==> config.mk <==
export PLATFORM = sky130hd
export DESIGN_NAME = scf_ctrl
export DESIGN_NICKNAME = d
export VERILOG_FILES = /design/src/hdl/scf_pkg.sv /design/src/hdl/scf_ctrl.sv
export SDC_FILE = /design/constraint.sdc
export NUM_CORES = 1
export LEC_CHECK = 0
export ABC_CLOCK_PERIOD_IN_PS = 1600
export BUFFER_PORTS_ARGS = -buffer_cell sky130_fd_sc_hd__buf_4
export CAP_MARGIN = 20
export CORE_MARGIN = 4
export CORE_UTILIZATION = 49
export CTS_BUF_LIST = sky130_fd_sc_hd__clkbuf_4 sky130_fd_sc_hd__clkbuf_8
export DETAILED_ROUTE_END_ITERATION = 8
export MAX_ROUTING_LAYER = met4
export PLACE_DENSITY = 0.84
export REMOVE_ABC_BUFFERS = 1
export SLEW_MARGIN = 20
export SYNTH_ARGS = -nofsm -noshare
export SYNTH_HDL_FRONTEND = slang
export SYNTH_SLANG_ARGS = --single-unit
==> constraint.sdc <==
create_clock -name aclk -period 1.6 [get_ports aclk]
set_input_delay 0.32 -clock aclk [delete_from_list [all_inputs] [get_ports aclk]]
set_output_delay 0.32 -clock aclk [all_outputs]
set_load 0.1 [all_outputs]
==> src/hdl/scf_pkg.sv <==
// Shared types, constants and helper functions of the scan crossing finder.
`timescale 1ns / 1ps

package scf_pkg;

    localparam int COORD_W     = 32;
    localparam int S_TDATA_W   = 64;
    localparam int M_TDATA_W   = 88;
    localparam int SPAN_W      = 23;
    localparam int IDX_OUT_W   = 11;
    localparam int UA_FRAC     = 30;
    localparam int DIV_STEPS   = UA_FRAC + 1;
    localparam int Q_W         = UA_FRAC + 1;
    localparam int MUL_W       = 33;
    localparam int PROD_W      = 2 * MUL_W;
    localparam int WIDE_W      = PROD_W + 1;
    localparam int REM_W       = WIDE_W + 1;
    localparam int SQ_IN_W     = 24;
    localparam int SQ_W        = 2 * SQ_IN_W + 1;
    localparam int SS_W        = 2 * SPAN_W;
    localparam int PW          = 36;
    localparam int CNT_W       = 5;

    localparam logic [SPAN_W-1:0] SPAN_RESET = 23'd70044;

    typedef enum logic [4:0] {
        ST_LOAD,
        ST_START,
        ST_END_RD0,
        ST_END_RD1,
        ST_END_CMP,
        ST_OVL,
        ST_WALK_RD0,
        ST_WALK_RD1,
        ST_WALK_CMP,
        ST_CLAMP,
        ST_SEG_RD0,
        ST_SEG_RD1,
        ST_SEG_RD2,
        ST_SEG_CAP,
        ST_DIFF,
        ST_MUL1,
        ST_MUL1_WAIT,
        ST_NORM,
        ST_CHK,
        ST_DIV,
        ST_MUL2,
        ST_MUL2_WAIT,
        ST_FIN
    } state_t;

    // Operations of the shared multiplier, in issue order.
    typedef enum logic [3:0] {
        MOP_DEN0,
        MOP_DEN1,
        MOP_NA0,
        MOP_NA1,
        MOP_NB0,
        MOP_NB1,
        MOP_SQ_XA,
        MOP_SQ_YA,
        MOP_SQ_XB,
        MOP_SQ_YB,
        MOP_SQ_S,
        MOP_PX,
        MOP_PY
    } mop_t;

    typedef enum logic [2:0] {
        RD_FIRST,
        RD_LAST,
        RD_MID,
        RD_NEXT,
        RD_PREV
    } rd_sel_t;

    typedef enum logic [2:0] {
        CAP_NONE,
        CAP_END0,
        CAP_END1,
        CAP_W0,
        CAP_SM,
        CAP_S0,
        CAP_SP
    } cap_t;

    typedef struct packed {
        logic    load;
        logic    arm;
        logic    kill;
        rd_sel_t rd_sel;
        cap_t    cap;
        logic    walk_step;
        logic    clamp;
        logic    diff;
        logic    mul_en;
        mop_t    mop;
        logic    norm;
        logic    chk;
        logic    div_init;
        logic    div_step;
        logic    fin;
    } cmd_t;

    typedef struct packed {
        logic short_scan;
        logic ovl_ok;
        logic walk_go;
    } sts_t;

    function automatic logic signed [PW-1:0] ext36(input logic [COORD_W-1:0] v);
        ext36 = {{(PW-COORD_W){v[COORD_W-1]}}, v};
    endfunction

    function automatic logic signed [MUL_W-1:0] ext33(input logic [COORD_W-1:0] v);
        ext33 = {v[COORD_W-1], v};
    endfunction

    function automatic logic [PW:0] abs_diff(input logic signed [PW-1:0] x,
                                             input logic signed [PW-1:0] y);
        logic signed [PW:0] d;
        d = {x[PW-1], x} - {y[PW-1], y};
        abs_diff = d[PW] ? (PW+1)'(-d) : d;
    endfunction

    function automatic logic [MUL_W-1:0] abs33(input logic signed [MUL_W-1:0] x);
        abs33 = x[MUL_W-1] ? MUL_W'(-x) : x;
    endfunction

endpackage

==> src/hdl/scf_ctrl.sv <==
// Sequencer of the scan crossing finder: load phase, search steps and result hand-off.
`timescale 1ns / 1ps

module scf_ctrl (
    input  logic          aclk,
    input  logic          aresetn,
    input  logic          s_tvalid,
    output logic          s_tready,
    input  logic          s_tuser,
    input  logic          s_tlast,
    output logic          m_tvalid,
    input  logic          m_tready,
    input  scf_pkg::sts_t sts,
    output scf_pkg::cmd_t cmd
);
    import scf_pkg::*;

    state_t           state_reg, state_next;
    mop_t             mop_reg, mop_next;
    logic [CNT_W-1:0] cnt_reg, cnt_next;
    logic             m_valid_reg, m_valid_next;
    logic             out_free;

    assign out_free = !m_valid_reg || m_tready;
    assign s_tready = (state_reg == ST_LOAD);
    assign m_tvalid = m_valid_reg;

    always_ff @(posedge aclk) begin
        if (!aresetn) begin
            state_reg   <= ST_LOAD;
            mop_reg     <= MOP_DEN0;
            cnt_reg     <= '0;
            m_valid_reg <= 1'b0;
        end else begin
            state_reg   <= state_next;
            mop_reg     <= mop_next;
            cnt_reg     <= cnt_next;
            m_valid_reg <= m_valid_next;
        end
    end

    always_comb begin
        state_next   = state_reg;
        mop_next     = mop_reg;
        cnt_next     = cnt_reg;
        m_valid_next = m_valid_reg && !m_tready;
        cmd          = '0;
        cmd.mop      = mop_reg;
        case (state_reg)
            ST_LOAD: begin
                cmd.load = s_tvalid;
                if (s_tvalid && s_tuser && s_tlast) begin
                    state_next = ST_START;
                end
            end
            ST_START: begin
                cmd.arm  = 1'b1;
                cmd.kill = sts.short_scan;
                state_next = sts.short_scan ? ST_FIN : ST_END_RD0;
            end
            ST_END_RD0: begin
                cmd.rd_sel = RD_FIRST;
                state_next = ST_END_RD1;
            end
            ST_END_RD1: begin
                cmd.rd_sel = RD_LAST;
                cmd.cap    = CAP_END0;
                state_next = ST_END_CMP;
            end
            ST_END_CMP: begin
                cmd.cap    = CAP_END1;
                state_next = ST_OVL;
            end
            ST_OVL: begin
                cmd.kill   = !sts.ovl_ok;
                state_next = sts.ovl_ok ? ST_WALK_RD0 : ST_FIN;
            end
            ST_WALK_RD0: begin
                cmd.rd_sel = RD_MID;
                state_next = ST_WALK_RD1;
            end
            ST_WALK_RD1: begin
                cmd.rd_sel = RD_NEXT;
                cmd.cap    = CAP_W0;
                state_next = ST_WALK_CMP;
            end
            ST_WALK_CMP: begin
                cmd.walk_step = 1'b1;
                state_next    = sts.walk_go ? ST_WALK_RD0 : ST_CLAMP;
            end
            ST_CLAMP: begin
                cmd.clamp  = 1'b1;
                state_next = ST_SEG_RD0;
            end
            ST_SEG_RD0: begin
                cmd.rd_sel = RD_PREV;
                state_next = ST_SEG_RD1;
            end
            ST_SEG_RD1: begin
                cmd.rd_sel = RD_MID;
                cmd.cap    = CAP_SM;
                state_next = ST_SEG_RD2;
            end
            ST_SEG_RD2: begin
                cmd.rd_sel = RD_NEXT;
                cmd.cap    = CAP_S0;
                state_next = ST_SEG_CAP;
            end
            ST_SEG_CAP: begin
                cmd.cap    = CAP_SP;
                state_next = ST_DIFF;
            end
            ST_DIFF: begin
                cmd.diff   = 1'b1;
                mop_next   = MOP_DEN0;
                state_next = ST_MUL1;
            end
            ST_MUL1: begin
                cmd.mul_en = 1'b1;
                if (mop_reg == MOP_SQ_S) begin
                    state_next = ST_MUL1_WAIT;
                end else begin
                    mop_next = mop_t'(mop_reg + 4'd1);
                end
            end
            ST_MUL1_WAIT: begin
                state_next = ST_NORM;
            end
            ST_NORM: begin
                cmd.norm   = 1'b1;
                state_next = ST_CHK;
            end
            ST_CHK: begin
                cmd.chk      = 1'b1;
                cmd.div_init = 1'b1;
                cnt_next     = '0;
                state_next   = ST_DIV;
            end
            ST_DIV: begin
                cmd.div_step = 1'b1;
                if (cnt_reg == CNT_W'(DIV_STEPS - 1)) begin
                    mop_next   = MOP_PX;
                    state_next = ST_MUL2;
                end else begin
                    cnt_next = cnt_reg + 1'b1;
                end
            end
            ST_MUL2: begin
                cmd.mul_en = 1'b1;
                if (mop_reg == MOP_PY) begin
                    state_next = ST_MUL2_WAIT;
                end else begin
                    mop_next = mop_t'(mop_reg + 4'd1);
                end
            end
            ST_MUL2_WAIT: begin
                state_next = ST_FIN;
            end
            ST_FIN: begin
                if (out_free) begin
                    cmd.fin      = 1'b1;
                    m_valid_next = 1'b1;
                    state_next   = ST_LOAD;
                end
            end
            default: begin
                state_next = ST_LOAD;
            end
        endcase
    end

endmodule

==> impl_metrics.ini, run 1 <==
[run_status]
status = stopped before the end
lastStage = clock tree synthesis
stop_error = [ERROR DPL-0038] Utilization greater than 100%, impossible to legalize

[placement]
place_hpwl_um = 3241
port_buffers = 32
gp_congestion = 0.9209
placed_cell_area_um2 = 1804

[floorplanning]
start_util_pct = 53.59
top_level_ports = 33
die_h_um = 58.36
row_count = 17
die_width_um = 58.36

[synth]
yosysSeqAreaShare_pct = 24.17
synth-edff-count = 0
synth-seq-cells = 15
synth.avg_cell_area_um2 = 7.576
yosysTopAreaCellShare_pct = 24.17
synthCells = 164
synthFlopType = dfxtp_1
ys_types = 52
yosysTopAreaCell = dfxtp_1
synthTopCellsByArea = dfxtp_1, a21oi_1, ha_1, nor2_1, nor3_1
yosys_warnings = 0
synth_area_um2 = 1242
async_flop_share_pct = 0

[cts]
clk_path_buf_depth = 2
cts_hold_buf = 0
postCtsResizedCells = 132
clock-sinks = 15
cts_buffers = 3
cts-root-buf = clkbuf_4
cts_htree_levels = 1
post-cts-setup-buffers = 20
Yosys cell counts, types with 2 or more instances:
| master | instances |
|---|---|
| o31ai_1 | 2 |
| ha_1 | 5 |
| nor2_1 | 14 |
| nor3_1 | 10 |
| a21oi_1 | 15 |
| nor2b_1 | 2 |
| buf_2 | 2 |
| clkbuf_1 | 5 |
| and2_1 | 3 |
| o2111ai_1 | 2 |
| a21oi_2 | 2 |
| a311oi_1 | 2 |
| or3b_4 | 2 |
| buf_4 | 2 |
| nand2_1 | 12 |
| nor4_1 | 2 |
| nand3_1 | 9 |
| nand3b_1 | 2 |
| dfxtp_1 | 15 |
| o21ai_0 | 6 |
| inv_1 | 10 |
| xor2_1 | 3 |
| a31oi_1 | 3 |
| or2_2 | 2 |
| nand2b_1 | 4 |
| mux2i_1 | 2 |
per-stage QoR:
| step | hold WS [ns] | setup slack [ns] | setup TNS (ns) | util, % | std cells |
|---|---|---|---|---|---|
| detailed placement | 0.5243 | -0.2057 | -3.183 | 77.82 | 259 |
| global placement | 0.5041 | -0.1402 | -1.182 | 77.82 | 259 |
| floorplan | 0.4621 | -3.694 | -46.93 | - | 153 |
cells by family after synthesis:
logic type,synth area share (%)
muxes,2.518
DFF,24.17
buffers and inverters,8.056
AOI/OAI and AO/OA,27.69
adders and majority gates,5.035
and+or+nand+nor,30.41
xor gates and xnor gates,2.115
==> inputs of run 2 (changes only) <==
Settings changed: ABC_CLOCK_PERIOD_IN_PS 1600 to 2100, CORE_AREA set to 4 4 65 67, CORE_MARGIN 4 to unset, CORE_UTILIZATION 49 to unset, CTS_BUF_LIST sky130_fd_sc_hd__clkbuf_4 sky130_fd_sc_hd__clkbuf_8 to unset, DIE_AREA set to 0 0 69 71, MAX_ROUTING_LAYER met4 to unset, PLACE_DENSITY 0.84 to unset, PLACE_DENSITY_LB_ADDON set to 0.15.
Clock period 1.6 ns to 2.1 ns, I/O delays scaled along.
==> run 2 against run 1 <==
The run now ends clean. Synthesized cell count did not move. Synthesized area did not move.
==> impl_metrics.ini, run 2 <==
[synth]
synth.avg_cell_area_um2 = 7.576
synth_top_cells_by_count = a21oi_1, dfxtp_1, nor2_1
synthAdderAreaFrac_pct = 5.035
synth_xor_area_share_pct = 2.115
yosysTopAreaCell = dfxtp_1
synth_area_um2 = 1242
synth_compound_area_share_pct = 27.69
yosys_warnings = 0
ys_types = 52
synthFlopType = dfxtp_1
synth-edff-count = 0
synth_top_family_by_area = simple AND/OR/NAND/NOR gates
synthTopCellsByArea = dfxtp_1, a21oi_1, ha_1, nor2_1, nor3_1
yosysTopAreaCellShare_pct = 24.17
muxShareOfSynthArea_pct = 2.518
synthCells = 164
yosysSeqAreaShare_pct = 24.17
synthSimpleGateAreaFrac_pct = 30.41
synth-seq-cells = 15
async_flop_share_pct = 0

[grt]
antenna_found_initial = 0
grt_pass1_vias = 1358
track_usage_pct = 15.01
grt_pass1_wl_um = 6216
grt-ovfl-total = 0
grt_max_degree = 18

[worst_setup_path]
cp_max_fo = 6
rr_worst_depth = 9
crit_path_end_kind = output port
rrSetupSlack_ns = 0.11
startpoint_type = register
reg2reg_to = mop_reg[0]$_SDFFE_PN0P_
worst_ep_arrival_time_ns = 1.67
reg2reg_from = state_reg[0]$_SDFFE_PN0P_
cp.required_ns = 1.68
worstSetupPathType = reg -> out
critPathLaunch = state_reg[0]$_SDFFE_PN0P_

[sta]
fin_ws_ns = 0.01095
fin_skew_ns = 0.005004
worstMarginPinSlew_ns = 0.3949
layout_min_cycle_time_ns = 2.089
finalCritPeriodShare_pct = 99.48
rsz0062_at_grt = true
hold_viol = 0
max_freq_mhz = 478.7
setup_viol = 0
drv_slew = 0
setup-tns-final_ns = 0
slew_headroom_pct = 73.67

[final_layout]
most-common-layout-cells = buf_4, a21oi_1, nand2_1, nor2_1, dfxtp_1
ff_latch_area_um2 = 310.3
multi_input_area_um2 = 882.1
area_growth_pct = 49.14
layout.filler_cells = 368
final_common_cell = buf_4
diodes = 0
layout-drive-gt1-share_pct = 40.00
nNetsFinal = 230

[cts]
clk_pin_slew_ns = 0.07
cts_buffers = 3
cts-root-buf = clkbuf_8
cts_htree_levels = 1
clk_latency_ns = 0.26
cts_hold_buf = 0
cts_tree = built
clk_path_buf_depth = 2
clock-sinks = 15

[detailed_routing]
ant_nets = 0
drt-total-wl_um = 3788
dr.pass1.iters = 4
vias = 1429
wl_per_cell_um = 14.40
drcViolationCount = 0
dr.first_iter.drc_count = 120
viasPerCell = 5.433

[floorplanning]
die_area_um2 = 4899
die_width_um = 69
start_util_pct = 34.19
top_level_ports = 33
row_count = 22
core_region_area_um2 = 3633
die_h_um = 71

[power]
powerDensity_nw_per_um2 = 976.4
vdd_drop_max_mv = 0.3320
p_leak_nw = 0.7568

[placement]
port_buffers = 32
gp_congestion = 0.8266
place_hpwl_um = 2863
place_ws_ns = 0.1588

[run_status]
status = finished clean

[worst_hold_path]
hold_path.class = in -> reg
hold_depth = 3
holdPathEnd = mop_reg[2]$_SDFFE_PN0P_
min_from = aresetn

[job]
maxCapViolations = 0
run 2: worst max-delay path: stages (launching register included):
cell and delay, ns:
dfxtp_4 0.36, or3b_4 0.42, mux2_2 0.30, nor2_2 0.14, buf_12 0.19
run 2: how the worst max path moves through the flow:
stage / to / depth (start not counted)
after floorplan: cmd[21] / 3
after global placement: cmd[21] / 6
after detailed placement: cmd[21] / 5
after CTS: cmd[13] / 4
after global routing: cmd[16] / 4
final: cmd[16] / 4
run 2: final cells by class:
cell class / count / share of cell area, %
inverters: 11 / 2.228
clock buffers: 4 / 2.431
repair buffers: 58 / 27.75
multi-input cells: 127 / 47.60
flip-flops and latches: 15 / 16.75
well taps: 48 / 3.241
run 2: cell families (layout without fill, tap and decap cells):
group	after synthesis	in the layout
AO/OA/AOI/OAI	46	46
XOR/XNOR	3	3
multiplexers	3	3
flip-flops	15	15
adder cells (fa/ha/maj)	5	5
AND/OR/NAND/NOR	70	70
buffers and inverters	22	73
run 2: per-stage QoR:
step / power [mW] / util [%] / hold slack [ns] / cell area (µm²) / std cells
after floorplan: 1.073 / - / 0.4716 / 1184 / 153
after global placement: 1.392 / 44.97 / 0.4950 / 1634 / 253
after detailed placement: 1.396 / 44.97 / 0.5097 / 1634 / 253
after CTS: 1.680 / 47.25 / 0.4677 / 1717 / 257
after global routing: 1.893 / 51.00 / 0.4872 / 1853 / 263
final: 1.809 / 51.00 / 0.4674 / 1853 / 263
run 2: layer usage:
metal  up-vias  track usage [%]  part of all wire (%)
li1        705                -                     -
met1       683            18.86                    46
met2        36            25.95                    49
met3         5            2.699                   4.7
met4         0            4.772                   1.1
met5         -                0                     0
run 2: where the power goes:
group          leakage (nW)  internal, mW  total, mW  switching (mW)
Combinational         0.610         0.441       1.19           0.748
Sequential            0.124         0.321      0.367          0.0455
Clock                0.0228         0.135      0.254           0.119
Total                 0.757         0.897       1.81           0.912
run 2: repair_timing:
item | CTS | global route
setup endpoints to repair | 13 | 14
pin swaps | 0 | 1
endpoints found under the hold margin | 0 | 0
setup buffers | 0 | 6
gates resized for setup | 11 | 26
Note: power is estimated with default switching activity, not from simulation.
==> inputs of run 3 (changes only) <==
Settings changed: ABC_CLOCK_PERIOD_IN_PS 2100 to 2150.
Clock period 2.1 ns to 2.15 ns, I/O delays scaled along.
==> run 3 against run 2 <==
Clock skew is 0.00069 ns lower. Sequential power is 4% higher. Sequential share of layout area is 1.7 points higher. Sequential cell count stayed put. Core utilization is 4.4 points lower. Combinational power is 16% lower. Non-clock buffer count is 13 lower. Worst hold slack better by 0.0073 ns. First-iteration DRC count is 33% lower. Design area is 8.7% lower. Clock power is 7% lower. Register-to-register slack better by 0.12 ns. Critical path type unchanged. Largest cell class unchanged.
==> impl_metrics.ini, run 3 (synthesized netlist as in run 2, its figures left out) <==
[grt]
track_usage_pct = 13.80
grt_max_degree = 16
antenna_found_initial = 0
grt_pass1_wl_um = 5733
grt_pass1_vias = 1236
grt-ovfl-total = 0

[sta]
slew_headroom_pct = 73.26
worstMarginPinSlew_ns = 0.4011
fin_skew_ns = 0.004309
hold_viol = 0
drv_slew = 0
rsz0062_at_grt = true
layout_min_cycle_time_ns = 2.136
setup_viol = 0
setup-tns-final_ns = 0
max_freq_mhz = 468.1
finalCritPeriodShare_pct = 99.37

[final_layout]
ff_latch_area_um2 = 311.5
layout-drive-gt1-share_pct = 35.15
diodes = 0
nNetsFinal = 217
most-common-layout-cells = buf_4, a21oi_1, nand2_1, nor2_1
layout.filler_cells = 379
multi_input_area_um2 = 855.8
area_growth_pct = 36.15
final_common_cell = buf_4

[worst_setup_path]
endpoint = cmd[16]
rrSetupSlack_ns = 0.23
path_depth = 4
crit_chain = or3b_4 > mux2_2 > nor2_1 > buf_6
reg2reg_from = cnt_reg[0]$_SDFFE_PN0P_
rr_worst_depth = 7
worst_ep_arrival_time_ns = 1.71
slowest_delay_ns = 0.41
crit_path_end_kind = output port
slowest_stage = or3b_4
critPathLaunch = state_reg[2]$_SDFFE_PN0P_
critPathTopFamily = simple AND/OR/NAND/NOR gates
startpoint_type = register
worstSetupPathType = reg -> out
cp.required_ns = 1.72
cp_max_fo = 10
reg2reg_to = state_reg[4]$_SDFFE_PN0P_
path_buf_inv = 1

[detailed_routing]
drt-total-wl_um = 3543
ant_nets = 0
vias = 1338
wl_per_cell_um = 14.17
dr.pass1.iters = 4
dr.first_iter.drc_count = 80
viasPerCell = 5.352
drcViolationCount = 0

[floorplanning]
die_width_um = 69
start_util_pct = 34.19
die_h_um = 71
core_region_area_um2 = 3633
top_level_ports = 33
row_count = 22
die_area_um2 = 4899

[placement]
port_buffers = 32
place_hpwl_um = 2728
gp_congestion = 0.8108

[cts]
cts_buffers = 3
clk_pin_slew_ns = 0.07
cts_htree_levels = 1
cts_tree = built
clock-sinks = 15
clk_latency_ns = 0.25
cts-root-buf = clkbuf_8
clk_path_buf_depth = 2
cts_hold_buf = 0

[run_status]
status = finished clean

[job]
maxCapViolations = 0

[power]
fin_total_pwr_mw = 1.616
p_leak_nw = 0.6708
powerDensity_nw_per_um2 = 955.3
vdd_drop_max_mv = 0.3899

[worst_hold_path]
hold_path.class = in -> reg
## run 3: worst min path at each step
stage	slack, ns	cells past startpoint	endpoint	startpoint
floorplan	0.47	2	cnt_reg[4]$_SDFFE_PN0P_	cnt_reg[4]$_SDFFE_PN0P_
global placement	0.50	2	cnt_reg[1]$_SDFFE_PN0P_	cnt_reg[1]$_SDFFE_PN0P_
detailed placement	0.51	2	cnt_reg[4]$_SDFFE_PN0P_	cnt_reg[4]$_SDFFE_PN0P_
CTS	0.48	3	state_reg[2]$_SDFFE_PN0P_	aresetn
global route	0.49	3	mop_reg[2]$_SDFFE_PN0P_	aresetn
finish	0.47	3	state_reg[2]$_SDFFE_PN0P_	aresetn
## run 3: layout make-up
class	count	share of cell area (%)
Multi-Input combinational cell	127	50.59
Inverter	11	2.441
Tap cell	48	3.550
Timing Repair Buffer	45	22.34
Sequential cell	15	18.42
Clock buffer	4	2.663
## run 3: routing by layer
layer  GRT usage, %  part of all wire, %  up-vias
met2          22.67                   47       31
met3          3.125                  5.1        2
met4          3.037                 0.54        0
li1               -                    -      679
met5              0                    0        -
met1          18.45                   47      626
## run 3: worst min-delay path, cell delays in order
cell     delay [ns]
buf_4          0.14
nand2_1        0.06
mux2i_1        0.05
## run 3: timing repair
| action | in CTS | in global routing |
|---|---|---|
| resized for setup | 9 | 13 |
| setup buffers | 0 | 2 |
| endpoints found under the setup margin | 8 | 10 |
| pin swaps | 0 | 0 |
## run 3: report_power, final
| group | total [mW] | leakage, nW | switching (mW) | internal, mW |
|---|---|---|---|---|
| clock | 0.235 | 0.0228 | 0.104 | 0.131 |
| sequential | 0.381 | 0.124 | 0.0664 | 0.314 |
| combinational | 1.00 | 0.524 | 0.668 | 0.331 |
| total | 1.62 | 0.671 | 0.839 | 0.777 |
## run 3: metrics by stage
step / cells / hold WS (ns) / util, % / cell area (µm²) / setup slack, ns
after floorplan: 153 / 0.4716 / - / 1184 / -3.254
after global placement: 244 / 0.4999 / 43.11 / 1567 / 0.1507
after detailed placement: 244 / 0.5103 / 43.11 / 1567 / 0.1251
after CTS: 248 / 0.4758 / 44.97 / 1634 / 0.0004841
after global routing: 250 / 0.4877 / 46.56 / 1692 / -0.04018
final: 250 / 0.4747 / 46.56 / 1692 / 0.01364
==> inputs of run 4 (changes only) <==
Settings changed: MAX_ROUTING_LAYER set to met4.
==> run 4 against run 3 <==
Worst hold slack improved by 0.00097 ns. Clock skew about the same. Sequential share of layout area stayed put. Core utilization did not move. Final cell count is the same. Die area did not move. Design area did not move. Via count shrank 0.37%. Setup slack is essentially flat. First-iteration DRC count decreased by 29%. Largest power group unchanged. Non-clock buffer count is the same. Highest routed layer unchanged. Maximum frequency about the same.
==> impl_metrics.ini, run 4 (synthesized netlist as in run 2, its figures left out) <==
[sta]
worstMarginPinSlew_ns = 0.4041
slew_headroom_pct = 73.06
whs_ns = 0.4757
setup_viol = 0
max_freq_mhz = 468.2
drv_slew = 0
fin_skew_ns = 0.004423
layout_min_cycle_time_ns = 2.136
hold_viol = 0
rsz0062_at_grt = true
finalCritPeriodShare_pct = 99.35

[power]
vdd_drop_max_mv = 0.3901
powerDensity_nw_per_um2 = 954.9
p_leak_nw = 0.6708
fin_total_pwr_mw = 1.615

[placement]
gp_congestion = 0.8228
place_inst = 244
place_hpwl_um = 2728
port_buffers = 32

[grt]
grt-ovfl-total = 0
grt_pass1_vias = 1239
antenna_found_initial = 0
grt_pass1_wl_um = 5733
grt_max_degree = 16
track_usage_pct = 14.22

[floorplanning]
row_count = 22
top_level_ports = 33
die_area_um2 = 4899
die_h_um = 71
die_width_um = 69
core_region_area_um2 = 3633
start_util_pct = 34.19

[cts]
clk_latency_ns = 0.25
clk_path_buf_depth = 2
clock-sinks = 15
cts_tree = built
cts_buffers = 3
cts_htree_levels = 1
cts-root-buf = clkbuf_8
clk_pin_slew_ns = 0.07

[detailed_routing]
vias = 1333
viasPerCell = 5.332
drcViolationCount = 0
dr.pass1.iters = 4
ant_nets = 0
wl_per_cell_um = 14.20
drt-total-wl_um = 3550
dr.first_iter.drc_count = 57

[worst_setup_path]
worst_ep_arrival_time_ns = 1.71
cp_max_fo = 10
crit_path_end_kind = output port
startpoint_type = register
worstSetupPathType = reg -> out
cp.required_ns = 1.72

[final_layout]
most-common-layout-cells = buf_4, a21oi_1, nand2_1, nor2_1
final_cells = 250
diodes = 0
layout.filler_cells = 379
final_common_cell = buf_4
layout-drive-gt1-share_pct = 35.15
nNetsFinal = 217
area_growth_pct = 36.15

[worst_hold_path]
hold_path.class = in -> reg

[run_status]
status = finished clean

[job]
maxCapViolations = 0
-- run 4: cell counts in the layout (fill, tap and decap cells not counted) --
No cell type changed its count.
-- run 4: path summary, 6_finish.rpt --
kind                                   from                         to  slack (ns)  cells after the start
setup / recovery  state_reg[2]$_SDFFE_PN0P_                    cmd[16]        0.01                      4
hold reg to reg     cnt_reg[4]$_SDFFE_PN0P_    cnt_reg[4]$_SDFFE_PN0P_        0.52                      2
setup reg to reg    cnt_reg[0]$_SDFFE_PN0P_  state_reg[4]$_SDFFE_PN0P_        0.23                      7
hold / removal                      aresetn  state_reg[2]$_SDFFE_PN0P_        0.48                      3
-- run 4: routing by layer --
metal | track usage [%] | part of all wire (%) | up-vias
li1 | - | - | 678
met1 | 18.45 | 48 | 628
met2 | 22.67 | 47 | 25
met3 | 3.125 | 4.3 | 2
met4 | 3.037 | 0.54 | 0
met5 | - | 0 | -
-- run 4: area by class of cell --
| cell class | instances | area (µm²) | share of cell area, % |
|---|---|---|---|
| tap | 48 | 60.06 | 3.550 |
| timing repair buffer | 45 | 377.9 | 22.34 |
| clock buffer | 4 | 45.04 | 2.663 |
| multi-input combinational | 127 | 855.8 | 50.59 |
| inverter | 11 | 41.29 | 2.441 |
| sequential | 15 | 311.5 | 18.42 |
-- run 4: what timing repair did --
action	in CTS	in global routing
endpoints found under the setup margin	8	10
gates resized for setup	9	13
hold endpoints to repair	0	0
setup buffers	0	2
hold buffers	0	0
-- run 4: power by group --
group          leakage (nW)  switching (mW)  internal [mW]
combinational         0.524           0.668          0.331
sequential            0.124          0.0659          0.314
clock                0.0228           0.104          0.131
total                 0.671           0.838          0.777
-- run 4: stage by stage --
| step | setup TNS (ns) | cell area (µm²) | utilization [%] | worst slack [ns] |
|---|---|---|---|---|
| after floorplan | -31.67 | 1184 | - | -3.254 |
| after global placement | 0 | 1567 | 43.11 | 0.1507 |
| final | 0 | 1692 | 46.56 | 0.01399 |
| after detailed placement | 0 | 1567 | 43.11 | 0.1251 |
| after CTS | 0 | 1634 | 44.97 | 0.0004841 |
| after global routing | -0.1191 | 1692 | 46.56 | -0.04018 |
-- run 4: worst max-delay path, stage by stage (launching register included) --
cell and delay, ns:
dfxtp_4 0.40, or3b_4 0.41, mux2_2 0.29, nor2_1 0.12
buf_6 0.24
